<file path="src/hdl/hex_record_char_parser_macros.svh">
// assertion helpers used by the parser decode module
`ifndef HEX_RECORD_CHAR_PARSER_MACROS_SVH
`define HEX_RECORD_CHAR_PARSER_MACROS_SVH

// antecedent implies consequent in the same cycle
`define HRCP_ASSERT_SAME(lbl, ante, cons, msg) \
  lbl: assert property (@(posedge clk) disable iff (!rst_n) (ante) |-> (cons)) else $error(msg);

// antecedent implies consequent in the next cycle
`define HRCP_ASSERT_NEXT(lbl, ante, cons, msg) \
  lbl: assert property (@(posedge clk) disable iff (!rst_n) (ante) |=> (cons)) else $error(msg);

`endif

</file>
<file path="src/hdl/hrcp_pkg.sv">
`default_nettype none

package hrcp_pkg;

  // ring of result slots
  localparam int RING_DEPTH = 32;
  localparam int SLOT_W     = (RING_DEPTH > 1) ? $clog2(RING_DEPTH) : 1;

  // ascii characters of interest
  localparam logic [7:0] CHAR_COLON = 8'h3A;
  localparam logic [7:0] CHAR_ZERO  = 8'h30;
  localparam logic [7:0] CHAR_NINE  = 8'h39;
  localparam logic [7:0] CHAR_SEVEN = 8'h37;

  // character positions inside a record
  localparam logic [15:0] POS_LEN_HI   = 16'd1;
  localparam logic [15:0] POS_LEN_LO   = 16'd2;
  localparam logic [15:0] POS_ADDR_3   = 16'd3;
  localparam logic [15:0] POS_ADDR_2   = 16'd4;
  localparam logic [15:0] POS_ADDR_1   = 16'd5;
  localparam logic [15:0] POS_ADDR_0   = 16'd6;
  localparam logic [15:0] POS_TYPE_END = 16'd8;
  localparam logic [15:0] REC_END_BASE = 16'd9;

  // digit phase of a data word, from position bits [1:0]
  localparam logic [1:0] PH_LOW_HI  = 2'd1;
  localparam logic [1:0] PH_LOW_LO  = 2'd2;
  localparam logic [1:0] PH_HIGH_HI = 2'd3;
  localparam logic [1:0] PH_HIGH_LO = 2'd0;

  typedef enum logic [1:0] {
    KIND_LENGTH  = 2'd0,
    KIND_ADDRESS = 2'd1,
    KIND_DATA    = 2'd2
  } word_kind_t;

  // one decoded word on its way to the output register
  typedef struct packed {
    logic        valid;
    logic [4:0]  slot;
    logic [15:0] value;
    word_kind_t  kind;
  } res_t;

endpackage

`default_nettype wire

</file>
<file path="src/hdl/hrcp_in_stage.sv">
`default_nettype none

module hrcp_in_stage (
  input  wire logic       clk,
  input  wire logic       rst_n,
  input  wire logic       in_tvalid,
  output logic            in_tready,
  input  wire logic [7:0] in_tdata,   // [7:0] rx_char
  input  wire logic       advance,
  output logic            item_valid,
  output logic [7:0]      item_char
);
  import hrcp_pkg::*;

  logic       valid_r;
  logic [7:0] char_r;

  // room when empty or when the held item moves on this cycle
  assign in_tready  = !valid_r || advance;
  assign item_valid = valid_r;
  assign item_char  = char_r;

  // input register
  always_ff @(posedge clk) begin
    if (!rst_n) begin
      valid_r <= 1'b0;
    end else if (in_tvalid && in_tready) begin
      valid_r <= 1'b1;
    end else if (advance) begin
      valid_r <= 1'b0;
    end
  end

  always_ff @(posedge clk) begin
    if (in_tvalid && in_tready) begin
      char_r <= in_tdata;
    end
  end

endmodule

`default_nettype wire

</file>
<file path="src/hdl/hrcp_decode.sv">
`default_nettype none
`include "hex_record_char_parser_macros.svh"

module hrcp_decode (
  input  wire logic       clk,
  input  wire logic       rst_n,
  input  wire logic       item_valid,
  input  wire logic [7:0] item_char,
  input  wire logic       out_free,
  output logic            advance,
  output hrcp_pkg::res_t  res
);
  import hrcp_pkg::*;

  logic [15:0]       pos_r, pos_nxt;
  logic [15:0]       end_r, end_nxt;
  logic [15:0]       low_r, low_nxt;
  logic [15:0]       high_r, high_nxt;
  logic [SLOT_W-1:0] slot_r, slot_nxt;

  logic        is_colon;
  logic [7:0]  digit;
  logic [15:0] pos;
  logic [15:0] dig_lo;
  logic [15:0] dig_hi;
  logic [15:0] low_sum;
  logic [15:0] high_sum;

  assign advance = item_valid && out_free;

  // character to digit, colon restarts the record
  always_comb begin
    is_colon = (item_char == CHAR_COLON);
    if (is_colon) begin
      digit = 8'h00;
    end else if (item_char <= CHAR_NINE) begin
      digit = item_char - CHAR_ZERO;
    end else begin
      digit = item_char - CHAR_SEVEN;
    end
    pos      = is_colon ? 16'h0000 : pos_r;
    dig_lo   = {8'h00, digit};
    dig_hi   = {4'h0, digit, 4'h0};
    low_sum  = low_r + dig_lo;
    high_sum = high_r + dig_lo;
  end

  // field assembly by position
  always_comb begin
    low_nxt   = low_r;
    high_nxt  = high_r;
    end_nxt   = end_r;
    res.valid = 1'b0;
    res.value = low_sum;
    res.kind  = KIND_LENGTH;
    res.slot  = 5'(slot_r);

    case (pos)
      POS_LEN_HI: begin
        low_nxt = dig_hi;
      end
      POS_LEN_LO: begin
        low_nxt   = low_sum;
        end_nxt   = REC_END_BASE + {low_sum[14:0], 1'b0};
        res.valid = 1'b1;
        res.value = low_sum;
        res.kind  = KIND_LENGTH;
      end
      POS_ADDR_3: begin
        low_nxt = dig_hi;
      end
      POS_ADDR_2: begin
        low_nxt = {low_sum[7:0], 8'h00};
      end
      POS_ADDR_1: begin
        low_nxt = low_r + dig_hi;
      end
      POS_ADDR_0: begin
        low_nxt   = low_sum;
        res.valid = 1'b1;
        res.value = low_sum;
        res.kind  = KIND_ADDRESS;
      end
      default: begin
      end
    endcase

    // data words, low byte first
    if (pos > POS_TYPE_END && pos < end_r) begin
      case (pos[1:0])
        PH_LOW_HI: low_nxt = dig_hi;
        PH_LOW_LO: low_nxt = low_sum;
        PH_HIGH_HI: high_nxt = dig_hi;
        PH_HIGH_LO: begin
          high_nxt  = {high_sum[7:0], 8'h00};
          low_nxt   = low_r + {high_sum[7:0], 8'h00};
          res.valid = 1'b1;
          res.value = low_r + {high_sum[7:0], 8'h00};
          res.kind  = KIND_DATA;
        end
        default: begin
        end
      endcase
    end

    pos_nxt = pos + 16'd1;

    // ring slot advances on every emitted word
    if (res.valid) begin
      slot_nxt = (slot_r == SLOT_W'(RING_DEPTH - 1)) ? '0 : slot_r + 1'b1;
    end else begin
      slot_nxt = slot_r;
    end
  end

  // parser state
  always_ff @(posedge clk) begin
    if (!rst_n) begin
      pos_r  <= '0;
      end_r  <= '0;
      low_r  <= '0;
      high_r <= '0;
      slot_r <= '0;
    end else if (advance) begin
      pos_r  <= pos_nxt;
      end_r  <= end_nxt;
      low_r  <= low_nxt;
      high_r <= high_nxt;
      slot_r <= slot_nxt;
    end
  end

  // checks
  `HRCP_ASSERT_NEXT(a_colon_restart, advance && is_colon, pos_r == POS_LEN_HI, "colon did not restart position")
  `HRCP_ASSERT_NEXT(a_slot_step, advance && res.valid, slot_r == (($past(slot_r) == SLOT_W'(RING_DEPTH - 1)) ? '0 : $past(slot_r) + 1'b1), "slot did not advance")
  `HRCP_ASSERT_NEXT(a_slot_hold, advance && !res.valid, $stable(slot_r), "slot moved without a word")
  `HRCP_ASSERT_SAME(a_len_pos, res.valid && res.kind == KIND_LENGTH, pos == POS_LEN_LO, "length word off position")

endmodule

`default_nettype wire

</file>
<file path="src/hdl/hrcp_out_stage.sv">
`default_nettype none

module hrcp_out_stage (
  input  wire logic           clk,
  input  wire logic           rst_n,
  input  wire logic           advance,
  input  wire hrcp_pkg::res_t res,
  output logic                out_free,
  output logic                out_tvalid,
  input  wire logic           out_tready,
  output logic [23:0]         out_tdata,  // [4:0] slot, [20:5] word_value, [23:21] zero
  output logic [1:0]          out_tuser   // [1:0] word_kind
);
  import hrcp_pkg::*;

  logic        valid_r;
  logic [4:0]  slot_r;
  logic [15:0] value_r;
  word_kind_t  kind_r;

  // result register frees when empty or taken this cycle
  assign out_free   = !valid_r || out_tready;
  assign out_tvalid = valid_r;
  assign out_tdata  = {3'b000, value_r, slot_r};
  assign out_tuser  = kind_r;

  always_ff @(posedge clk) begin
    if (!rst_n) begin
      valid_r <= 1'b0;
    end else if (advance) begin
      valid_r <= res.valid;
    end else if (out_tready) begin
      valid_r <= 1'b0;
    end
  end

  always_ff @(posedge clk) begin
    if (advance && res.valid) begin
      slot_r  <= res.slot;
      value_r <= res.value;
      kind_r  <= res.kind;
    end
  end

endmodule

`default_nettype wire

</file>
<file path="src/hdl/hex_record_char_parser.sv">
// path: a character is held in the input register, decoded, and its word is
// registered in the result register before it reaches the output
// throughput: one character per cycle while the result register is free, with
// a single decode pass between the input register and the result register
// reset: rst_n synchronous active low, clears position, accumulators,
// record end, ring slot and both valid flags
`default_nettype none

module hex_record_char_parser (
  input  wire logic        clk,
  input  wire logic        rst_n,
  input  wire logic        in_tvalid,
  output logic             in_tready,
  input  wire logic [7:0]  in_tdata,   // [7:0] rx_char
  output logic             out_tvalid,
  input  wire logic        out_tready,
  output logic [23:0]      out_tdata,  // [4:0] slot, [20:5] word_value, [23:21] zero
  output logic [1:0]       out_tuser   // [1:0] word_kind
);
  import hrcp_pkg::*;

  logic       advance;
  logic       item_valid;
  logic [7:0] item_char;
  logic       out_free;
  res_t       res;

  hrcp_in_stage u_in (
    .clk        (clk),
    .rst_n      (rst_n),
    .in_tvalid  (in_tvalid),
    .in_tready  (in_tready),
    .in_tdata   (in_tdata),
    .advance    (advance),
    .item_valid (item_valid),
    .item_char  (item_char)
  );

  hrcp_decode u_dec (
    .clk        (clk),
    .rst_n      (rst_n),
    .item_valid (item_valid),
    .item_char  (item_char),
    .out_free   (out_free),
    .advance    (advance),
    .res        (res)
  );

  hrcp_out_stage u_out (
    .clk        (clk),
    .rst_n      (rst_n),
    .advance    (advance),
    .res        (res),
    .out_free   (out_free),
    .out_tvalid (out_tvalid),
    .out_tready (out_tready),
    .out_tdata  (out_tdata),
    .out_tuser  (out_tuser)
  );

endmodule

`default_nettype wire
</file>
<file path="config.mk">
export PLATFORM = sky130hd
export DESIGN_NAME = hex_record_char_parser
export DESIGN_NICKNAME = d
export VERILOG_FILES = /design/src/hdl/hrcp_pkg.sv /design/src/hdl/hrcp_in_stage.sv /design/src/hdl/hrcp_decode.sv /design/src/hdl/hrcp_out_stage.sv /design/src/hdl/hex_record_char_parser.sv
export VERILOG_INCLUDE_DIRS = /design/src /design/src/hdl
export SDC_FILE = /design/constraint.sdc
export NUM_CORES = 1
export LEC_CHECK = 0
export BUFFER_PORTS_ARGS = -buffer_cell sky130_fd_sc_hd__buf_2
export CAP_MARGIN = 20
export CORE_MARGIN = 10
export CORE_UTILIZATION = 62
export CTS_CLUSTER_SIZE = 28
export DETAILED_ROUTE_END_ITERATION = 10
export GPL_TIMING_DRIVEN = 0
export PLACE_DENSITY = 0.85
export SLEW_MARGIN = 40
export SYNTH_ARGS = -nofsm -noshare
export SYNTH_HDL_FRONTEND = slang
export SYNTH_HIERARCHICAL = 1
export SYNTH_SLANG_ARGS = --single-unit
</file>
<file path="constraint.sdc">
create_clock -name clk -period 5.65 [get_ports clk]
set_input_delay 1.13 -clock clk [delete_from_list [all_inputs] [get_ports clk]]
set_output_delay 1.13 -clock clk [all_outputs]
set_load 0.005 [all_outputs]
</file>
* Word-level counts from Yosys, hierarchy flattened
Index checks and enable logic that the tools add are counted.
Word-level totals: register bits after elaboration 94
Operators by class: $add $sub $neg 9, $lt $le $gt $ge 3, equality and inequality tests 11, multiplexer cells 18, reductions and logical operators 17
Operators with widths (number):
- $pmux W16 S4 | 1
- $eq A16 B3 Y1 const B | 3
- $pmux W16 S3 | 1
- $mux W18 | 2
- $eq A16 B2 Y1 const B | 2
- $mux W16 | 2
- $add A16 B1 Y16 const B | 1
- $add A16 B12 Y16 | 1
- $add A16 B16 Y16 | 1
- $add A16 B8 Y16 | 1
- $add A4 B16 Y16 const A | 1
- $eq A16 B1 Y1 const B | 1
- $gt A16 B4 Y1 const B | 1
- $lt A16 B16 Y1 | 1
- $mux W8 | 2
- $pmux W8 S2 | 1
- $sub A8 B6 Y8 const B | 2
- $add A8 B8 Y8 | 1
- $eq A8 B6 Y1 const B | 1
- $le A8 B6 Y1 const B | 1
- $mux W1 | 8
- $reduce_bool A2 Y1 | 3
- $add A5 B1 Y5 const B | 1
- $eq A5 B5 Y1 const B | 1
- 10 further kinds | 18

* Logic depth before layout (Yosys ltp)
depth in word-level cells 8, gate-level depth with buffers 18, depth with buffers taken out 16

* Cells and area by module
Netlist, hierarchy kept.
Modules (own cells, without submodules):
- hrcp_decode | times used 1, cells an instance 755, area each 5699.2 µm², seq. area each 1141.1 µm²
- hrcp_out_stage | times used 1, cells an instance 32, area each 768.2 µm², seq. area each 710.7 µm²
- hrcp_in_stage | times used 1, cells an instance 13, area each 297.8 µm², seq. area each 260.2 µm²

* Worst setup path before layout
Ideal clock, no wire load.
kind register to register, start reg u_in.char_r[0], in the netlist u_in/item_char[0], end reg u_dec.end_r[13], setup time 0.143 ns, arrival 4.012 ns, data required time 5.507 ns, path slack 1.495 ns, cell stages (with the launch flop) 17, period minus slack after synthesis 4.155 ns, cell sequence edfxtp_1 inv_1 ha_1 nand4b_1 nor2_1 clkbuf_1 nor2_1 mux2i_1 inv_1 ha_1 o21ai_0 or4b_1 o2111ai_1 nand3_1 or4_1 o31ai_1 o311ai_0
Between the ends: longest elaborated chain between the ends 5
Ends and longest elaborated chain:
- start: declaration | line hrcp_in_stage.sv:16 | logic [7:0] char_r;
- start signal: assignment | line hrcp_in_stage.sv:36 | char_r <= in_tdata;
- $sub A8 B6 Y8, or another cell as far along | line hrcp_decode.sv:39 | digit = item_char - CHAR_SEVEN;
- $mux W8 | line hrcp_decode.sv:36 | end else if (item_char <= CHAR_NINE) begin
- $mux W8 | line hrcp_decode.sv:34 | if (is_colon) begin
- $add A16 B8 Y16 | line hrcp_decode.sv:44 | low_sum = low_r + dig_lo;
- $add A4 B16 Y16 | line hrcp_decode.sv:64 | end_nxt = REC_END_BASE + {low_sum[14:0], 1'b0};
- end signal: assignment | line hrcp_decode.sv:126 | end_r <= end_nxt;
- end: declaration | line hrcp_decode.sv:16 | logic [15:0] end_r, end_nxt;
Parallel ways exist; a longest one is shown, timed or not. A chain may end at the register's enable or synchronous reset.

* Worst setup path in the final report
Ends and elaborated chain as after synthesis.

==> run summary <==
The synthesized instance count is 800, and the data required time at the worst endpoint is 5.90 ns. The row count is 38, and the clock network latency to the later pin of the worst-skew pair is 0.38 ns. In this run the deepest clock path goes through 2 buffers. Setup violations remaining at the end of the flow were counted as 0.

The run gives 0.258 as the total global-route track usage. The internal power of the cells totals 1.03 mW. The pre-antenna-repair detailed-routing pass consisted of 8 iterations.

The placement-stage cell area was 7140 um2; the fraction of registers with async set/reset was 0. TritonCTS built the clock tree. Of all cell types, the one taking the most synthesized area is sky130_fd_sc_hd__dfxtp_1. The first global-routing pass estimated 33000 um of wire.

The I/O pin count was 40. Sorting the synthesized cells by area gives the leading types as sky130_fd_sc_hd__dfxtp_1 (17%), sky130_fd_sc_hd__edfxtp_1 (14%), sky130_fd_sc_hd__ha_1 (9.8%). Largest clock skew in the final design: 0.0130 ns.

VDD sags by at most 0.132 mV. The average instance area after synthesis is 8.46 um2, and the number of buffers added by the clock tree synthesis step is 9. The tools report the total number of nets in the final design as 918.

Data on the critical path arrives at its endpoint at 5.63 ns. Hold is met by 0.472 ns. The share of final-layout standard cells stronger than drive strength 1 is 0.110, and the fraction of power spent switching nets is 0.378. Setup slack on the critical path of the routed design comes to 0.277 ns. The logs give 90 for the number of sinks handled by clock tree synthesis and 0.630 for the effective utilization at floorplan. The full die area was 15500 um2; the remaining design rule violation count was 0. The tools report the clock root buffer master as sky130_fd_sc_hd__clkbuf_8. The transition time of the tightest slew-check pin is 0.947 ns. The combinational share of power was 0.284. For the register area share after synthesis, the log shows 0.312. The utilization after layout is 0.685, and the antenna violation net count after detailed routing is 0. The number of diodes added for antenna fixing was 0. The number of different library cells used by synthesis comes to 83. Input and output buffers added on the ports amount to 36.

The portion of total power attributed to sequential cells came out at 0.434. The logs give 0 for the number of antenna violations at the first check in global routing and 10700 um2 for the area inside the core boundary. The finished layout holds 994 standard cells, fillers aside. The highest metal layer with signal wires was met4. For the maximum number of pins on one net before global-route repair, the log shows 25.

The Yosys warning count is 6, and the static power due to leakage is 2.90 nW. The tools report the proportion of power drawn by the clock network as 0.282. Flip-flop cell with the highest count after synthesis: sky130_fd_sc_hd__dfxtp_1. Post-CTS timing repair inserted 0 buffers for setup. The H-tree was split into 3 levels.

The worst setup path is of the reg2reg kind. In the post-synthesis netlist, the cell with the most instances is sky130_fd_sc_hd__nand2_1. The final-report hold violation count came out at 0.

Traced cell by cell, the critical path runs through inv_1, ha_1, nand4b_1, nor2_2, clkbuf_2, nor2_1, mux2i_1, inv_1, ha_1, o21ai_0, or4b_1, o2111ai_1, nand3_1, or4_1, o31ai_1, o311ai_0. The sum of routed wire segments on met1 was 8360 um. The final route contains 6707 vias. Synthesis inferred 90 register bits.

For this design, the slowest cell found on the critical path is sky130_fd_sc_hd__or4_1. In this run the power density over the cells is 224 nW/um2. From bottom edge to top edge, the die measures 124 um. In this run, placement finished with an instance count of 978. The worst hold path belongs to the class reg2reg. Of all nets on the critical path, the largest fanout is 10.

The final layout contains routed wiring with a total length of 21000 um. The top-area cell type share of the netlist area was 0.175; the worst setup slack after placement was 0.168 ns. The flow ran to the end, and the final reports show no timing, DRC or antenna violations. Setup repair after global routing left no endpoint under its margin.

Summed over all failing endpoints, the final setup total negative slack is 0 ns. In this design, the stage delay of the slowest critical-path cell is 0.63 ns. The category of the worst setup path capture point is a register. The number of slew-limit violations in the final report came out at 0. Dividing the detail-routed via count by the number of cells gives 6.75.

Portion of the clock cycle consumed by the worst path in the final layout: 0.951. The tools report the maximum frequency from static timing analysis as 186 MHz. Summed over all nets, wire length on met2 after detailed routing comes to 9200 um. The power consumption came out at 1.65 mW. The number of buffers and inverters on the critical path is 3. The commonest cells after synthesis are sky130_fd_sc_hd__nand2_1 (81), sky130_fd_sc_hd__nor2_1 (67), sky130_fd_sc_hd__dfxtp_1 (59), sky130_fd_sc_hd__ha_1 (53), sky130_fd_sc_hd__a21oi_1 (42). The run gives 0.623 mW as the net switching power. The final design instance area without fill came out at 7360 um2.

Worst slew margin relative to its limit: 0.368. The clock transition at the registers of the reported paths was 0.11 ns; the width of the die was 124 um. Counting flops with a built-in enable in the synthesized netlist gives 31. The logs give 6770 um2 for the post-synthesis instance area and 15800 um for the HPWL after detailed placement. The overflow left after global routing came out at 0. The routability congestion estimate from global placement was 0.997.

Broken down by cell family, the worst path's largest delay share belongs to simple AND/OR/NAND/NOR gates. The routed design uses 2500 um of met3 wire. Area growth from synthesis to layout: 8.75%. The tools report the max-cap violation count as 0. The tools report the startpoint type of the worst setup path as a register.

The tools report the number of global-route vias before repair as 6339. The mean routed wirelength per cell is 21.1 um, and the DRC marker count from the first detailed-route iteration is 872. The time the final worst path needs with I/O delays and setup is 5.37 ns.
## cell type report
| cell class | count | area (um2) |
|---|---|---|
| Multi-Input combinational cell | 633 | 4370 |
| Sequential cell | 90 | 2110 |
| Buffer | 42 | 179 |
| Timing Repair Buffer | 36 | 180 |
| Clock inverter | 7 | 81.3 |
| Clock buffer | 9 | 124 |
| Inverter | 37 | 139 |
| Fill cell | 882 | 3390 |
| Tap cell | 140 | 175 |
## cells in the final DEF, fill, tap and decap left out, drive strengths merged, types with 6 or more instances in the layout
master,n
a2111oi,6
a211oi,16
a21o,8
a21oi,44
a221oi,10
a22o,7
a31oi,7
and2,23
and3,13
buf,46
clkbuf,41
dfxtp,59
edfxtp,31
ha,53
inv,39
mux2i,8
nand2,81
nand3,31
nand4,10
nor2,67
nor2b,6
nor3,21
nor4,6
o211ai,6
o21a,7
o21ai,42
o21bai,6
or3,8
or4,9
xnor2,33
xor2,12
## what timing repair did
item / 4_1_cts / 5_1_grt
endpoints found under the setup margin: 0 / 8
resized for setup: 0 / 5
hold buffers: 0 / 0
## worst paths after layout
| kind | startpoint | end | slack [ns] | cells after the start |
|---|---|---|---|---|
| max | u_in/item_char[0] | u_dec/end_r[13] | 0.28 | 16 |
| max reg2reg | u_in/item_char[0] | u_dec/end_r[13] | 0.28 | 16 |
| min reg2reg | u_dec/end_r[1] | u_dec/end_r[1] | 0.47 | 2 |
| min | u_dec/end_r[1] | u_dec/end_r[1] | 0.47 | 2 |
## kinds of logic after synthesis
kind of cell | share of synthesized area
simple gates | 0.232
buf+inv | 0.0468
other cells | 0.000554
xor+xnor | 0.0583
flops | 0.312
mux | 0.0135
fa+ha+maj | 0.110
compound gates | 0.226
## registers in the layout, indices dropped and copies added (netlist names)
register          cells
u_dec/end_r          16
u_dec/low_r          16
u_dec/pos_r          16
u_out/value_r        16
u_in/item_char        8
u_dec/slot_r          5
u_out/slot_r          5
u_dec/high_r          4
u_out/out_tuser       2
u_in/item_valid       1
u_out/out_tvalid      1
## routing by layer
layer,vias up,global-route usage
li1,3060,-
met1,3125,0.340
met2,434,0.396
met3,88,0.0540
met4,0,0.114
met5,-,0
## power groups by stage
| stage | sequential [mW] | combinational [mW] | clock [mW] |
|---|---|---|---|
| 2_1_floorplan | 0.723 | 0.311 | 0 |
| 3_3_place_gp | 0.728 | 0.433 | 0 |
| 3_5_place_dp | 0.730 | 0.442 | 0 |
| 4_1_cts | 0.715 | 0.447 | 0.464 |
| 5_1_grt | 0.718 | 0.497 | 0.486 |
| 6_report | 0.716 | 0.468 | 0.466 |
## worst reg2reg max path, stage by stage (launching register included)
cell and delay [ns]:
sky130_fd_sc_hd__edfxtp_1 0.51, sky130_fd_sc_hd__inv_1 0.14, sky130_fd_sc_hd__ha_1 0.18, sky130_fd_sc_hd__nand4b_1 0.25, sky130_fd_sc_hd__nor2_2 0.37, sky130_fd_sc_hd__clkbuf_2 0.32, sky130_fd_sc_hd__nor2_1 0.07, sky130_fd_sc_hd__mux2i_1 0.35
sky130_fd_sc_hd__inv_1 0.24, sky130_fd_sc_hd__ha_1 0.40, sky130_fd_sc_hd__o21ai_0 0.15, sky130_fd_sc_hd__or4b_1 0.48, sky130_fd_sc_hd__o2111ai_1 0.43, sky130_fd_sc_hd__nand3_1 0.31, sky130_fd_sc_hd__or4_1 0.63, sky130_fd_sc_hd__o31ai_1 0.25
sky130_fd_sc_hd__o311ai_0 0.17
Note: power is estimated with default switching activity, not from simulation.
